`src/rtl/sdi_pkg.sv`:
```
// ----------------------------------------------------------------------------
// sdi_pkg
// shared types and constants of the sorted doc-id set intersector
// ----------------------------------------------------------------------------
package sdi_pkg;

	localparam int SET_DEPTH = 1024;
	localparam int ID_BITS   = 31;
	localparam int ADDR_W    = $clog2(SET_DEPTH);
	localparam int CNT_W     = $clog2(SET_DEPTH + 1);

	// result kinds
	localparam logic KIND_DOC = 1'b0;
	localparam logic KIND_END = 1'b1;

	// config register byte addresses
	localparam int  PADDR_W        = 3;
	localparam logic [PADDR_W-1:0] REG_SET_LIMIT = 3'd0;
	localparam logic [CNT_W-1:0]   SET_LIMIT_RST = CNT_W'(SET_DEPTH);

	typedef enum logic {
		OP_LOAD,
		OP_MERGE
	} op_t;

	// classified input item
	typedef struct packed {
		logic [ID_BITS-1:0] id;
		op_t                op;
		logic               lend;
		logic               fin;
	} item_t;

	// one result beat
	typedef struct packed {
		logic [ID_BITS-1:0] id;
		logic               kind;
		logic [CNT_W-1:0]   count;
		logic               ovf;
		logic               last;
	} res_t;

endpackage

```
`src/rtl/sdi_out.sv`:
```
// ----------------------------------------------------------------------------
// sdi_out
// result queue between the merge engine and the output channel
// ----------------------------------------------------------------------------
module sdi_out (
	input  logic          clk,
	input  logic          arst_n,
	input  logic          push,
	input  sdi_pkg::res_t res,
	output logic          space,
	output logic          out_valid,
	input  logic          out_ready,
	output sdi_pkg::res_t head
);
	import sdi_pkg::*;

	localparam int QD = 2;

	res_t       slot_q [QD];
	logic       wr_ptr_q;
	logic       rd_ptr_q;
	logic [1:0] cnt_q;
	logic       wr;
	logic       rd;

	assign space     = (cnt_q != 2'(QD));
	assign out_valid = (cnt_q != 2'd0);
	assign head      = slot_q[rd_ptr_q];
	assign wr        = push && space;
	assign rd        = out_valid && out_ready;

	always_ff @(posedge clk) begin
		if (wr) begin
			slot_q[wr_ptr_q] <= res;
		end
	end

	always_ff @(posedge clk or negedge arst_n) begin
		if (!arst_n) begin
			wr_ptr_q <= 1'b0;
			rd_ptr_q <= 1'b0;
			cnt_q    <= 2'd0;
		end else begin
			if (wr) begin
				wr_ptr_q <= ~wr_ptr_q;
			end
			if (rd) begin
				rd_ptr_q <= ~rd_ptr_q;
			end
			case ({wr, rd})
				2'b10:   cnt_q <= cnt_q + 2'd1;
				2'b01:   cnt_q <= cnt_q - 2'd1;
				default: cnt_q <= cnt_q;
			endcase
		end
	end

endmodule
```
`config.mk`:
```
export PLATFORM = sky130hd
export DESIGN_NAME = sdi_out
export DESIGN_NICKNAME = d
export VERILOG_FILES = /design/src/rtl/sdi_pkg.sv /design/src/rtl/sdi_out.sv
export SDC_FILE = /design/constraint.sdc
export NUM_CORES = 1
export LEC_CHECK = 0
export ABC_AREA = 1
export BUFFER_PORTS_ARGS = -buffer_cell sky130_fd_sc_hd__buf_2
export CORE_AREA = 2 2 107 109
export CTS_CLUSTER_SIZE = 25
export DETAILED_ROUTE_END_ITERATION = 7
export DIE_AREA = 0 0 109 111
export GPL_ROUTABILITY_DRIVEN = 0
export PLACE_DENSITY = 0.66
export SYNTH_ARGS = -nofsm -noshare
export SYNTH_HDL_FRONTEND = slang
export SYNTH_SLANG_ARGS = --single-unit
```
`constraint.sdc`:
```
create_clock -name clk -period 6 [get_ports clk]
set_input_delay 0.3 -clock clk [delete_from_list [all_inputs] [get_ports clk]]
set_output_delay 0.3 -clock clk [all_outputs]
set_load 0.05 [all_outputs]
```
=== Word-level counts from Yosys, hierarchy flattened ===
Memories as Yosys holds them, arrays and structs flattened.
Cells that the tools add are included.

* Add/subtract/negate cells: 2
* Multipliers: 0
* Div/mod/pow operators: 0
* Magnitude comparators: 0
* Eq/ne operators: 3
* Shift-type cells: 0
* Multiplexer cells: 3
* Bitwise logic cells: 2
* Reduce and logical (&&, ||, !) cells: 4

{| class="wikitable"
|+ Operators with widths
! kind !! count
|-
| $pmux 2 s2 || 1
|-
| $reduce_bool 2->1 || 2
|-
| $add 2x1->2 const B || 1
|-
| $eq 2x1->1 const B || 1
|-
| $eq 2x2->1 const B || 1
|-
| $logic_and 1x1->1 || 2
|-
| $mux 1 || 2
|-
| $ne 2x2->1 const B || 1
|-
| $not 1->1 || 2
|-
| $sub 2x1->2 const B || 1
|}

* Register bits after elaboration: 4
* Bits in latches: 0
* RAM bits: 90
* Memory bits (read-only): 0
* Output and inout port bits: 47
* Word-level logic and storage cells: 18
* Memories kept: 1

{| class="wikitable"
|+ Memories
! name !! depth !! width !! rd ports !! clocked after Yosys merged registers in !! write ports !! RTL line !! text
|-
| slot_q || 2 || 45 || 1 || 0 || 1 || sdi_out.sv:19 || <nowiki>res_t slot_q [QD];</nowiki>
|}

=== Depth between registers and ports, before layout ===
* Word-level depth: 4
* Gate-level depth with buffers: 10
* Depth with buffers taken out: 10

=== Worst setup path before layout ===
No wires, ideal clock.

* Path type: register to register
* Start point: reg cnt_q[0]
* End point: mem slot_q[0][0] in the netlist's numbering (enable)
* Setup time: 448 ps
* Data arrival time: 2694 ps
* Slack: 2859 ps
* Stages on the path, launching flop included: 5
* Buffers on the path: 0
* Period minus slack after synthesis: 3141 ps
* Cell sequence: dfrtp_1 -> inv_1 -> nand2_2 -> nand2_4 -> nor2_1

* Word-level cells in the longest chain between the ends: 4

{| class="wikitable"
|+ Ends and longest elaborated chain
! element !! RTL line !! text
|-
| start: declaration || sdi_out.sv:22 || <nowiki>logic [1:0] cnt_q;</nowiki>
|-
| start signal: assignment || sdi_out.sv:51 || <nowiki>2'b10: cnt_q <= cnt_q + 2'd1;</nowiki>
|-
| start signal: assignment || sdi_out.sv:52 || <nowiki>2'b01: cnt_q <= cnt_q - 2'd1;</nowiki>
|-
| start signal: assignment || sdi_out.sv:53 || <nowiki>default: cnt_q <= cnt_q;</nowiki>
|-
| $ne 2x2->1 || sdi_out.sv:26 || <nowiki>assign space = (cnt_q != 2'(QD));</nowiki>
|-
| net space || sdi_out.sv:10 || <nowiki>output logic space,</nowiki>
|-
| $logic_and 1x1->1 || sdi_out.sv:29 || <nowiki>assign wr = push && space;</nowiki>
|-
| $mux 1 || sdi_out.sv:33 || <nowiki>if (wr) begin</nowiki>
|-
| $mux 1 (implied by the code) || sdi_out.sv:34 || <nowiki>slot_q[wr_ptr_q] <= res;</nowiki>
|-
| end: declaration || sdi_out.sv:19 ||
|}

The timed path passes the listed nets, and every way through them passes these cells.

==> impl_results.md <==
- Outcome: finished, final reports clean
- CTS Root Cell: clkbuf_16
- RSZ-0062 raised after global routing: false
- Die W: 109 microns
- Worst path arrival time: 2.46 ns
- Crit path kind: register to primary output
- Core area: 11080 sq um
- Util after Layout: 0.3985
- I/O Pins: 96
- Crit share post-route: 0.4597
- Area leader, netlist: edfxtp_1
- Min-Delay Path Depth: 1
- Netlist cell types: 18
- Clock sinks: 94
- Antenna Diode Count: 0
- Design Area, Final: 4414 sq um
- Pre-CTS worst setup slack: 3.561 ns
- Register area share after synthesis: 0.7871
- Antenna viol nets, final: 0
- WP data required: 5.70 ns
- Synth Area per Inst: 13.49 sq um
- Cell count after synthesis: 264
- Fmax: 362.6 MHz
- Starting Density: 0.3215
- Max cap viols: 0
- Area contributors post-synth: edfxtp_1 (76%), nand2_1 (15%), dfrtp_1 (2.8%)
- Register-to-register setup slack: 3.93 ns
- Final WS setup: 3.242 ns
- CP max FO: 47
- #FFs+latches synth: 94
- Largest net degree at the start of global routing: 48
- Gr ovfl total: 0
- Vias in the first global route: 2100
- Drt via density: 4.268
- DP HPWL: 4002 microns
- Syn_nets: 314
- Drt initial violations: 91
- Tmin final: 2.758 ns
- Worst min path class: primary input to register
- CTS tree: done
- Clock Latency Late Sink: 0.33 ns
- Placed cell area: 4123 sq um
- Global-route wire length before repair: 10150 microns
- Post-synth design cell area: 3561 sq um
- CTS Buffer Depth: 2
- Antenna violations before repair: 0
- Endpoints failing hold: 0
- GRT Total Usage: 0.1136
- Fin Setup TNS: 0 ns
- Worst slew pin tran: 0.9545 ns
- Die area: 12100 sq um
- Area growth syn-to-layout: 23.96%
- CTS clk-pin slew, worst paths: 0.06 ns
- Share of layout cells above drive strength 1: 0.3144
- CP startpoint kind: register
- Top cell type's share of synthesized area: 0.7590
- Setup Skew: 0.004928 ns
- CTS HTree Levels: 3
- Slew Viols, Final: 0
- Nets: 414
- Fillers: 1050
- Vias: 2185
- WL/cell: 13.02 microns
- Endpoints failing setup: 0
- Die Height: 111 microns
- Max-slew headroom: 0.3637
- Reg2Reg Depth: 3
- PortBufs: 95
- Synth warn: 0
- DRC: 0
- First drt pass iteration count: 6
- CP endpoint kind: primary output
- DRT Wirelength: 6664 microns
- CTS buffer count: 9
- Rows: 39
-- layer usage --
layer | GRT usage | wire length [microns] | vias to the layer above
met3 | 0.02763 | 313 | 12
met1 | 0.1350 | 2916 | 1033
met4 | 0.06667 | 155 | 0
met2 | 0.1847 | 3278 | 58
met5 | 0 | 0 | -
li1 | - | - | 1082
-- final timing paths --
path | startpoint | to
worst max-delay path | rd_ptr_q | head[15]
worst min-delay path | res[9] | slot_q[1][9]
worst max register to register | rd_ptr_q | rd_ptr_q
worst min register to register | cnt_q[0] | cnt_q[0]
max in group asynchronous | arst_n | rd_ptr_q
min in group asynchronous | arst_n | wr_ptr_q
-- state kept, by name, summed over array words and instances (netlist names) --
| name | cells |
|---|---|
| rd_ptr_q | 1 |
| slot_q | 90 |
| cnt_q | 2 |
| wr_ptr_q | 1 |
-- layout by cell type, fill, tap and decap left out, drive strengths merged --
cell,synthesis,routed
nand4,1,1
edfxtp,90,90
inv,7,7
bufinv,0,1
ha,1,1
a21oi,1,1
clkbuf,1,10
nand2,145,145
buf,8,97
nor2,3,3
clkinv,0,5
dfrtp,4,4
xnor2,1,1
dlygate4sd3,0,1
nand3,2,2
-- metrics by stage --
stage,hold slack (ns),instances
after global routing,0.1412,512
after detailed placement,0.1110,495
after CTS,0.1346,512
final,0.1508,512
after floorplan,0.004409,264
after global placement,0.1080,495
-- area by class of cell --
type / instances / area (sq um) / area share
clock buffers: 10 / 229.0 / 0.05187
well taps: 143 / 178.9 / 0.04053
inverters: 7 / 26.28 / 0.005952
clock inverters: 6 / 52.55 / 0.01190
flip-flops and latches: 94 / 2804 / 0.6352
repair buffers: 98 / 500.5 / 0.1134
multi-input cells: 154 / 623.1 / 0.1412
-- critical path, cell delays in order (launching register included) --
cell	delay, ns
dfrtp_2	0.99
inv_2	0.61
nand2_1	0.19
nand2_1	0.08
buf_2	0.21
-- logic make-up (layout without fill, tap and decap cells) --
| logic type | count (synthesis) | in the layout | synth area share |
|---|---|---|---|
| buffers and inverters | 16 | 121 | 0.04005 |
| flip-flops | 94 | 94 | 0.7871 |
| AND/OR/NAND/NOR | 151 | 151 | 0.1655 |
| adder cells (fa/ha/maj) | 1 | 1 | 0.003513 |
| XOR/XNOR | 1 | 1 | 0.002460 |
| AO/OA/AOI/OAI | 1 | 1 | 0.001404 |
-- timing repair --
action | CTS | global route
hold endpoints to repair | 4 | 0
hold buffers | 1 | 0
setup buffers | 0 | 0
resized for setup | 0 | 0
-- cell usage after synthesis (all sizes together) --
cell,n
dfrtp,4
ha,1
nor2,3
edfxtp,90
nand4,1
nand2,145
clkbuf,1
buf,8
nand3,2
xnor2,1
inv,7
a21oi,1
Power is left out: the tool's default activity adds up to more than one toggle a clock period on the data nets, which glitch-free logic cannot reach.
