<file path="config.mk">
export PLATFORM = sky130hd
export DESIGN_NAME = sdi_front
export DESIGN_NICKNAME = d
export VERILOG_FILES = /design/src/rtl/sdi_pkg.sv /design/src/rtl/sdi_front.sv
export SDC_FILE = /design/constraint.sdc
export NUM_CORES = 1
export LEC_CHECK = 0
export ABC_AREA = 0
export CAP_MARGIN = 20
export CORE_ASPECT_RATIO = 1.25
export CORE_MARGIN = 2
export CORE_UTILIZATION = 43
export DETAILED_ROUTE_END_ITERATION = 12
export DONT_BUFFER_PORTS = 1
export PLACE_DENSITY = 0.71
export SKIP_CTS_REPAIR_TIMING = 1
export SLEW_MARGIN = 5
export SYNTH_ARGS = -nofsm -noshare
export SYNTH_HDL_FRONTEND = slang
export SYNTH_SLANG_ARGS = --single-unit
</file>
<file path="constraint.sdc">
create_clock -name clk -period 2.4 [get_ports clk]
set_input_delay 0.48 -clock clk [delete_from_list [all_inputs] [get_ports clk]]
set_output_delay 0.48 -clock clk [all_outputs]
set_load 0.05 [all_outputs]
</file>
<file path="src/rtl/sdi_pkg.sv">
// ----------------------------------------------------------------------------
// sdi_pkg
// shared types and constants of the sorted doc-id set intersector
// ----------------------------------------------------------------------------
package sdi_pkg;

	localparam int SET_DEPTH = 1024;
	localparam int ID_BITS   = 31;
	localparam int ADDR_W    = $clog2(SET_DEPTH);
	localparam int CNT_W     = $clog2(SET_DEPTH + 1);

	// result kinds
	localparam logic KIND_DOC = 1'b0;
	localparam logic KIND_END = 1'b1;

	// config register byte addresses
	localparam int  PADDR_W        = 3;
	localparam logic [PADDR_W-1:0] REG_SET_LIMIT = 3'd0;
	localparam logic [CNT_W-1:0]   SET_LIMIT_RST = CNT_W'(SET_DEPTH);

	typedef enum logic {
		OP_LOAD,
		OP_MERGE
	} op_t;

	// classified input item
	typedef struct packed {
		logic [ID_BITS-1:0] id;
		op_t                op;
		logic               lend;
		logic               fin;
	} item_t;

	// one result beat
	typedef struct packed {
		logic [ID_BITS-1:0] id;
		logic               kind;
		logic [CNT_W-1:0]   count;
		logic               ovf;
		logic               last;
	} res_t;

endpackage

</file>
<file path="src/rtl/sdi_front.sv">
// ----------------------------------------------------------------------------
// sdi_front
// accepts input beats, classifies them and holds them in a short queue
// ----------------------------------------------------------------------------
module sdi_front (
	input  logic                       clk,
	input  logic                       arst_n,
	input  logic                       in_valid,
	output logic                       in_ready,
	input  logic [sdi_pkg::ID_BITS-1:0] doc_id,
	input  logic                       first_list,
	input  logic                       list_end,
	input  logic                       final_list,
	output logic                       item_valid,
	output sdi_pkg::item_t             item,
	input  logic                       pop
);
	import sdi_pkg::*;

	localparam int QD = 2;

	item_t      slot_q [QD];
	logic       wr_ptr_q;
	logic       rd_ptr_q;
	logic [1:0] cnt_q;
	logic       push;
	logic       take;
	item_t      cls;

	assign in_ready   = (cnt_q != 2'(QD));
	assign item_valid = (cnt_q != 2'd0);
	assign item       = slot_q[rd_ptr_q];
	assign push       = in_valid && in_ready;
	assign take       = pop && item_valid;

	// classify: first-list ids load the set, others merge against it
	always_comb begin
		cls.id   = doc_id;
		cls.op   = first_list ? OP_LOAD : OP_MERGE;
		cls.lend = list_end;
		cls.fin  = final_list;
	end

	always_ff @(posedge clk) begin
		if (push) begin
			slot_q[wr_ptr_q] <= cls;
		end
	end

	always_ff @(posedge clk or negedge arst_n) begin
		if (!arst_n) begin
			wr_ptr_q <= 1'b0;
			rd_ptr_q <= 1'b0;
			cnt_q    <= 2'd0;
		end else begin
			if (push) begin
				wr_ptr_q <= ~wr_ptr_q;
			end
			if (take) begin
				rd_ptr_q <= ~rd_ptr_q;
			end
			case ({push, take})
				2'b10:   cnt_q <= cnt_q + 2'd1;
				2'b01:   cnt_q <= cnt_q - 2'd1;
				default: cnt_q <= cnt_q;
			endcase
		end
	end

endmodule

</file>
-- Word level (Yosys, flattened, before mapping)
Memories as Yosys holds them, arrays and structs flattened.
Cells that the tools add are included.
- register bits after elaboration: 4
- memory bits (writable): 68
- bits of input ports: 38
- word-level logic and storage cells: 19
- memories: 1
- memories (memory ; words ; bits a word ; rd ports ; clocked after Yosys merged registers in ; write ports ; RTL line ; RTL):
    slot_q ; 2 ; 34 ; 1 ; 0 ; 1 ; sdi_front.sv:22 ; item_t slot_q [QD];
- add/subtract/negate cells: 2
- equality and inequality tests: 3
- multiplexer cells: 4
- bitwise operators: 2
- reductions and logical operators: 4
- operators by type and width (operator ; number):
    one-hot mux 2 bit (2 select lines) ; 1
    nonzero test 2 bit ; 2
    2-to-1 mux 1 bit ; 3
    adder 2 x 1 -> 2 bit, second input constant ; 1
    equality test 2 x 1 -> 1 bit, second input constant ; 1
    equality test 2 bit, second input constant ; 1
    logical AND 1 bit ; 2
    inequality test 2 bit, second input constant ; 1
    NOT 1 bit ; 2
    subtractor 2 x 1 -> 2 bit, second input constant ; 1

-- Logic depth before layout (Yosys ltp)
- word-level depth: 4
- mapped depth: 6
- mapped depth without buffers: 6

-- Worst setup path after synthesis
Ideal clock, no wire load.
- kind: reg-to-reg
- start point: register cnt_q[0]
- end point: memory slot_q[0][0] in the netlist's numbering (enable)
- data arrival time: 2.517 ns
- slack: -0.542 ns
- cell stages (with the launch flop): 4
- path buffers: 0
- period minus slack after synthesis: 2.942 ns
- cells stage by stage: dfrtp_1 nand2b_1 nand2_1 nor2_1
- cells in the longest elaborated chain, start to end: 4
- ends and longest elaborated chain (item ; RTL line ; RTL):
    start: declaration ; sdi_front.sv:25 ; logic [1:0] cnt_q;
    start signal: assignment ; sdi_front.sv:63 ; 2'b10: cnt_q <= cnt_q + 2'd1;
    start signal: assignment ; sdi_front.sv:64 ; 2'b01: cnt_q <= cnt_q - 2'd1;
    start signal: assignment ; sdi_front.sv:65 ; default: cnt_q <= cnt_q;
    inequality test 2 bit ; sdi_front.sv:30 ; assign in_ready = (cnt_q != 2'(QD));
    net in_ready ; sdi_front.sv:9 ; output logic in_ready,
    logical AND 1 bit ; sdi_front.sv:33 ; assign push = in_valid && in_ready;
    2-to-1 mux 1 bit ; sdi_front.sv:45 ; if (push) begin
    2-to-1 mux 1 bit (implied by the code) ; sdi_front.sv:46 ; slot_q[wr_ptr_q] <= cls;
    end: declaration ; sdi_front.sv:22 ;
The timed path passes the listed nets, and every way through them passes these cells.

==> key figures <==
Run status
  – Status: completed

Logic synthesis
  – Post-synthesis compound-gate area fraction: 0%
  – Post-synthesis mux area share: 14.6%
  – Main combinational cell family by area after synthesis: multiplexers
  – Gate Count Post-Synth: roughly 120
  – Netlist cell types: 15
  – XOR/XNOR Fraction of Synth Area: between 1.5 and 2%
  – Syn_nets: roughly 160
  – Warnings from Yosys: 0
  – Avg Synthesized Cell Area: 21.6 um^2
  – Simple-gate portion of the synthesized area: 1.45%
  – Register area share after synthesis: between 80% and 90%
  – Post-Syn Area: 2680 um^2
  – Adder and majority cell fraction of the synthesized area: 0.468%
  – Seq cells post-synth: 72

Placement
  – Placer congestion estimate: around 0.68
  – Placed wire-length estimate: 2750 um
  – Port Buf Inserts: 0

Timing
  – Min Tclk post-route: 2.09 ns
  – RSZ-0062 raised after global routing: false
  – Post-route clock skew: roughly 0.0064 ns
  – Rel. slew slack: 64.6%
  – Slew Limit Fails: 0
  – F_max: between 400 and 500 MHz
  – Worst slew pin tran: 0.532 ns
  – Setup TNS: 0 ns
  – Final hold violations: 0
  – Period utilization: between 80% and 90%
  – Final setup viols: 0

Cells and area
  – Layout area overhead: 11.3%
  – Commonest non-fill, non-tap cell in the layout: edfxtp_1
  – Nets: ~180
  – Share of cells above drive strength 1: between 30% and 40%
  – Commonest cells after routing, fill and taps aside: edfxtp_1, mux2_2, clkbuf_8, dfrtp_1
  – Multi-input gate area: between 400 and 500 um^2
  – Fin util: just under 50%
  – Fillers: 531
  – Register area: 2140 um^2
  – Ant diodes: 0

Critical path
  – Crit end category: output port
  – Crit path required time: ~1.9 ns
  – Crit path capture: item[15]
  – Reg-to-Reg Start: cnt_q[0]
  – R2R cell count: 5
  – Crit-path max FO: 35
  – CP Class: reg -> out
  – Reg2reg end: cnt_q[1]
  – CP Launch Type: flip-flop
  – CP arrival: around 1.6 ns
  – Crit path launch: rd_ptr_q
  – Reg2Reg Setup Slack: between 0.5 and 0.6 ns

Floorplan
  – Initial Util: 44.0%
  – Chip Height: between 90 and 100 um
  – # IOs: 74
  – # rows: 32
  – Core Area: a little over 6000 um^2
  – Die ar.: around 7000 um^2
  – Chip width: between 70 and 80 um

Detailed routing
  – DR vias/cell: 4.93
  – # DRC: 0
  – Total Wirelength: approximately 4000 um
  – First-pass iteration count of the detailed router: 4
  – Vias post-DR: 1114
  – DR iter-0 viols: 48
  – WL/cell: ~18 um
  – Post-route ant nets: 0

GRT
  – Vias in the first global route: approximately 1200
  – Largest net degree at the start of global routing: 36
  – First-pass GRT wire length: about 5900 um
  – Overflow after GRT: 0
  – Initial antenna violation count: 0
  – Tot GR Track Use: between 10% and 20%

Run
  – Total of max-cap violations: 0

Clock network
  – Clk buf depth: 2
  – Htree depth: 3
  – TritonCTS Buffers: 9
  – Worst skew pair latency: about 0.33 ns
  – CTS tree: yes
  – Clk slew on worst S/H paths: ~0.070 ns
  – CTS sink cnt: 72
  – Clock Root Buffer: clkbuf_8

Hold path
  – HP Class: in -> reg
-- per-layer routing --
layer / track usage, % / vias up / part of all wire (%)
met5: 0 / - / 0
met3: 7.36 / 11 / 13
met1: 11.1 / 539 / 33
li1: - / 501 / -
met4: 8.04 / 0 / 2.5
met2: 20.1 / 63 / 51
-- logic make-up (layout without fill, tap and decap cells) --
| logic type | Yosys count | after routing |
|---|---|---|
| buffers and inverters | 5 | 22 |
| XOR/XNOR | 5 | 5 |
| adder cells (fa/ha/maj) | 1 | 1 |
| multiplexers | 34 | 34 |
| flip-flops | 72 | 72 |
| AND/OR/NAND/NOR | 7 | 7 |
-- per-stage QoR --
| stage | instance area [um^2] | worst slack (ns) | instances | hold WS (ns) |
|---|---|---|---|---|
| floorplan | 2680 | 0.0128 | 124 | 0.184 |
| global placement | 2790 | 0.666 | 209 | 0.184 |
| detailed placement | 2790 | 0.580 | 209 | 0.185 |
| CTS | 2970 | 0.281 | 225 | -0.193 |
| global route | 2980 | 0.232 | 226 | 0.210 |
| finish | 2980 | 0.308 | 226 | 0.238 |
-- final cells by class --
type                    count  area share (%)
flip-flops and latches     72            71.9
repair buffers              5            1.76
inverters                   1           0.126
clock inverters             4            1.51
multi-input cells          47            16.6
clock buffers              12            4.54
well taps                  85            3.57
-- worst min path at each step --
stage,start,cells after the start,endpoint
floorplan,arst_n,0,cnt_q[0]
global placement,arst_n,0,cnt_q[1]
detailed placement,arst_n,0,cnt_q[0]
CTS,arst_n,0,cnt_q[1]
global route,doc_id[5],0,slot_q[0][8]
finish,final_list,0,slot_q[0][0]
-- synthesized netlist by cell type --
cell type   n  area (um^2)
edfxtp_1   68         2040
mux2_2     32          360
buf_6       4         45.0
dfrtp_1     4          100
xnor2_1     3         26.3
mux2_4      2         30.0
nor2_1      2         7.51
xor2_1      2         17.5
and2_4      1         8.76
and3_1      1         6.26
ha_1        1         12.5
inv_1       1         3.75
nand2_1     1         3.75
nand2b_1    1         6.26
or2_1       1         6.26
-- flip-flops by register name, summed over array words and instances (netlist names) --
register / cells
slot_q: 68
cnt_q: 2
rd_ptr_q: 1
wr_ptr_q: 1
-- critical path, cell delays in order (launching register included) --
cell and delay (ns):
dfrtp_1 0.33, buf_4 0.41, mux2_2 0.52
Power is not shown: default switching activity piles up to over one toggle a cycle in this logic, so the estimate is an artifact.
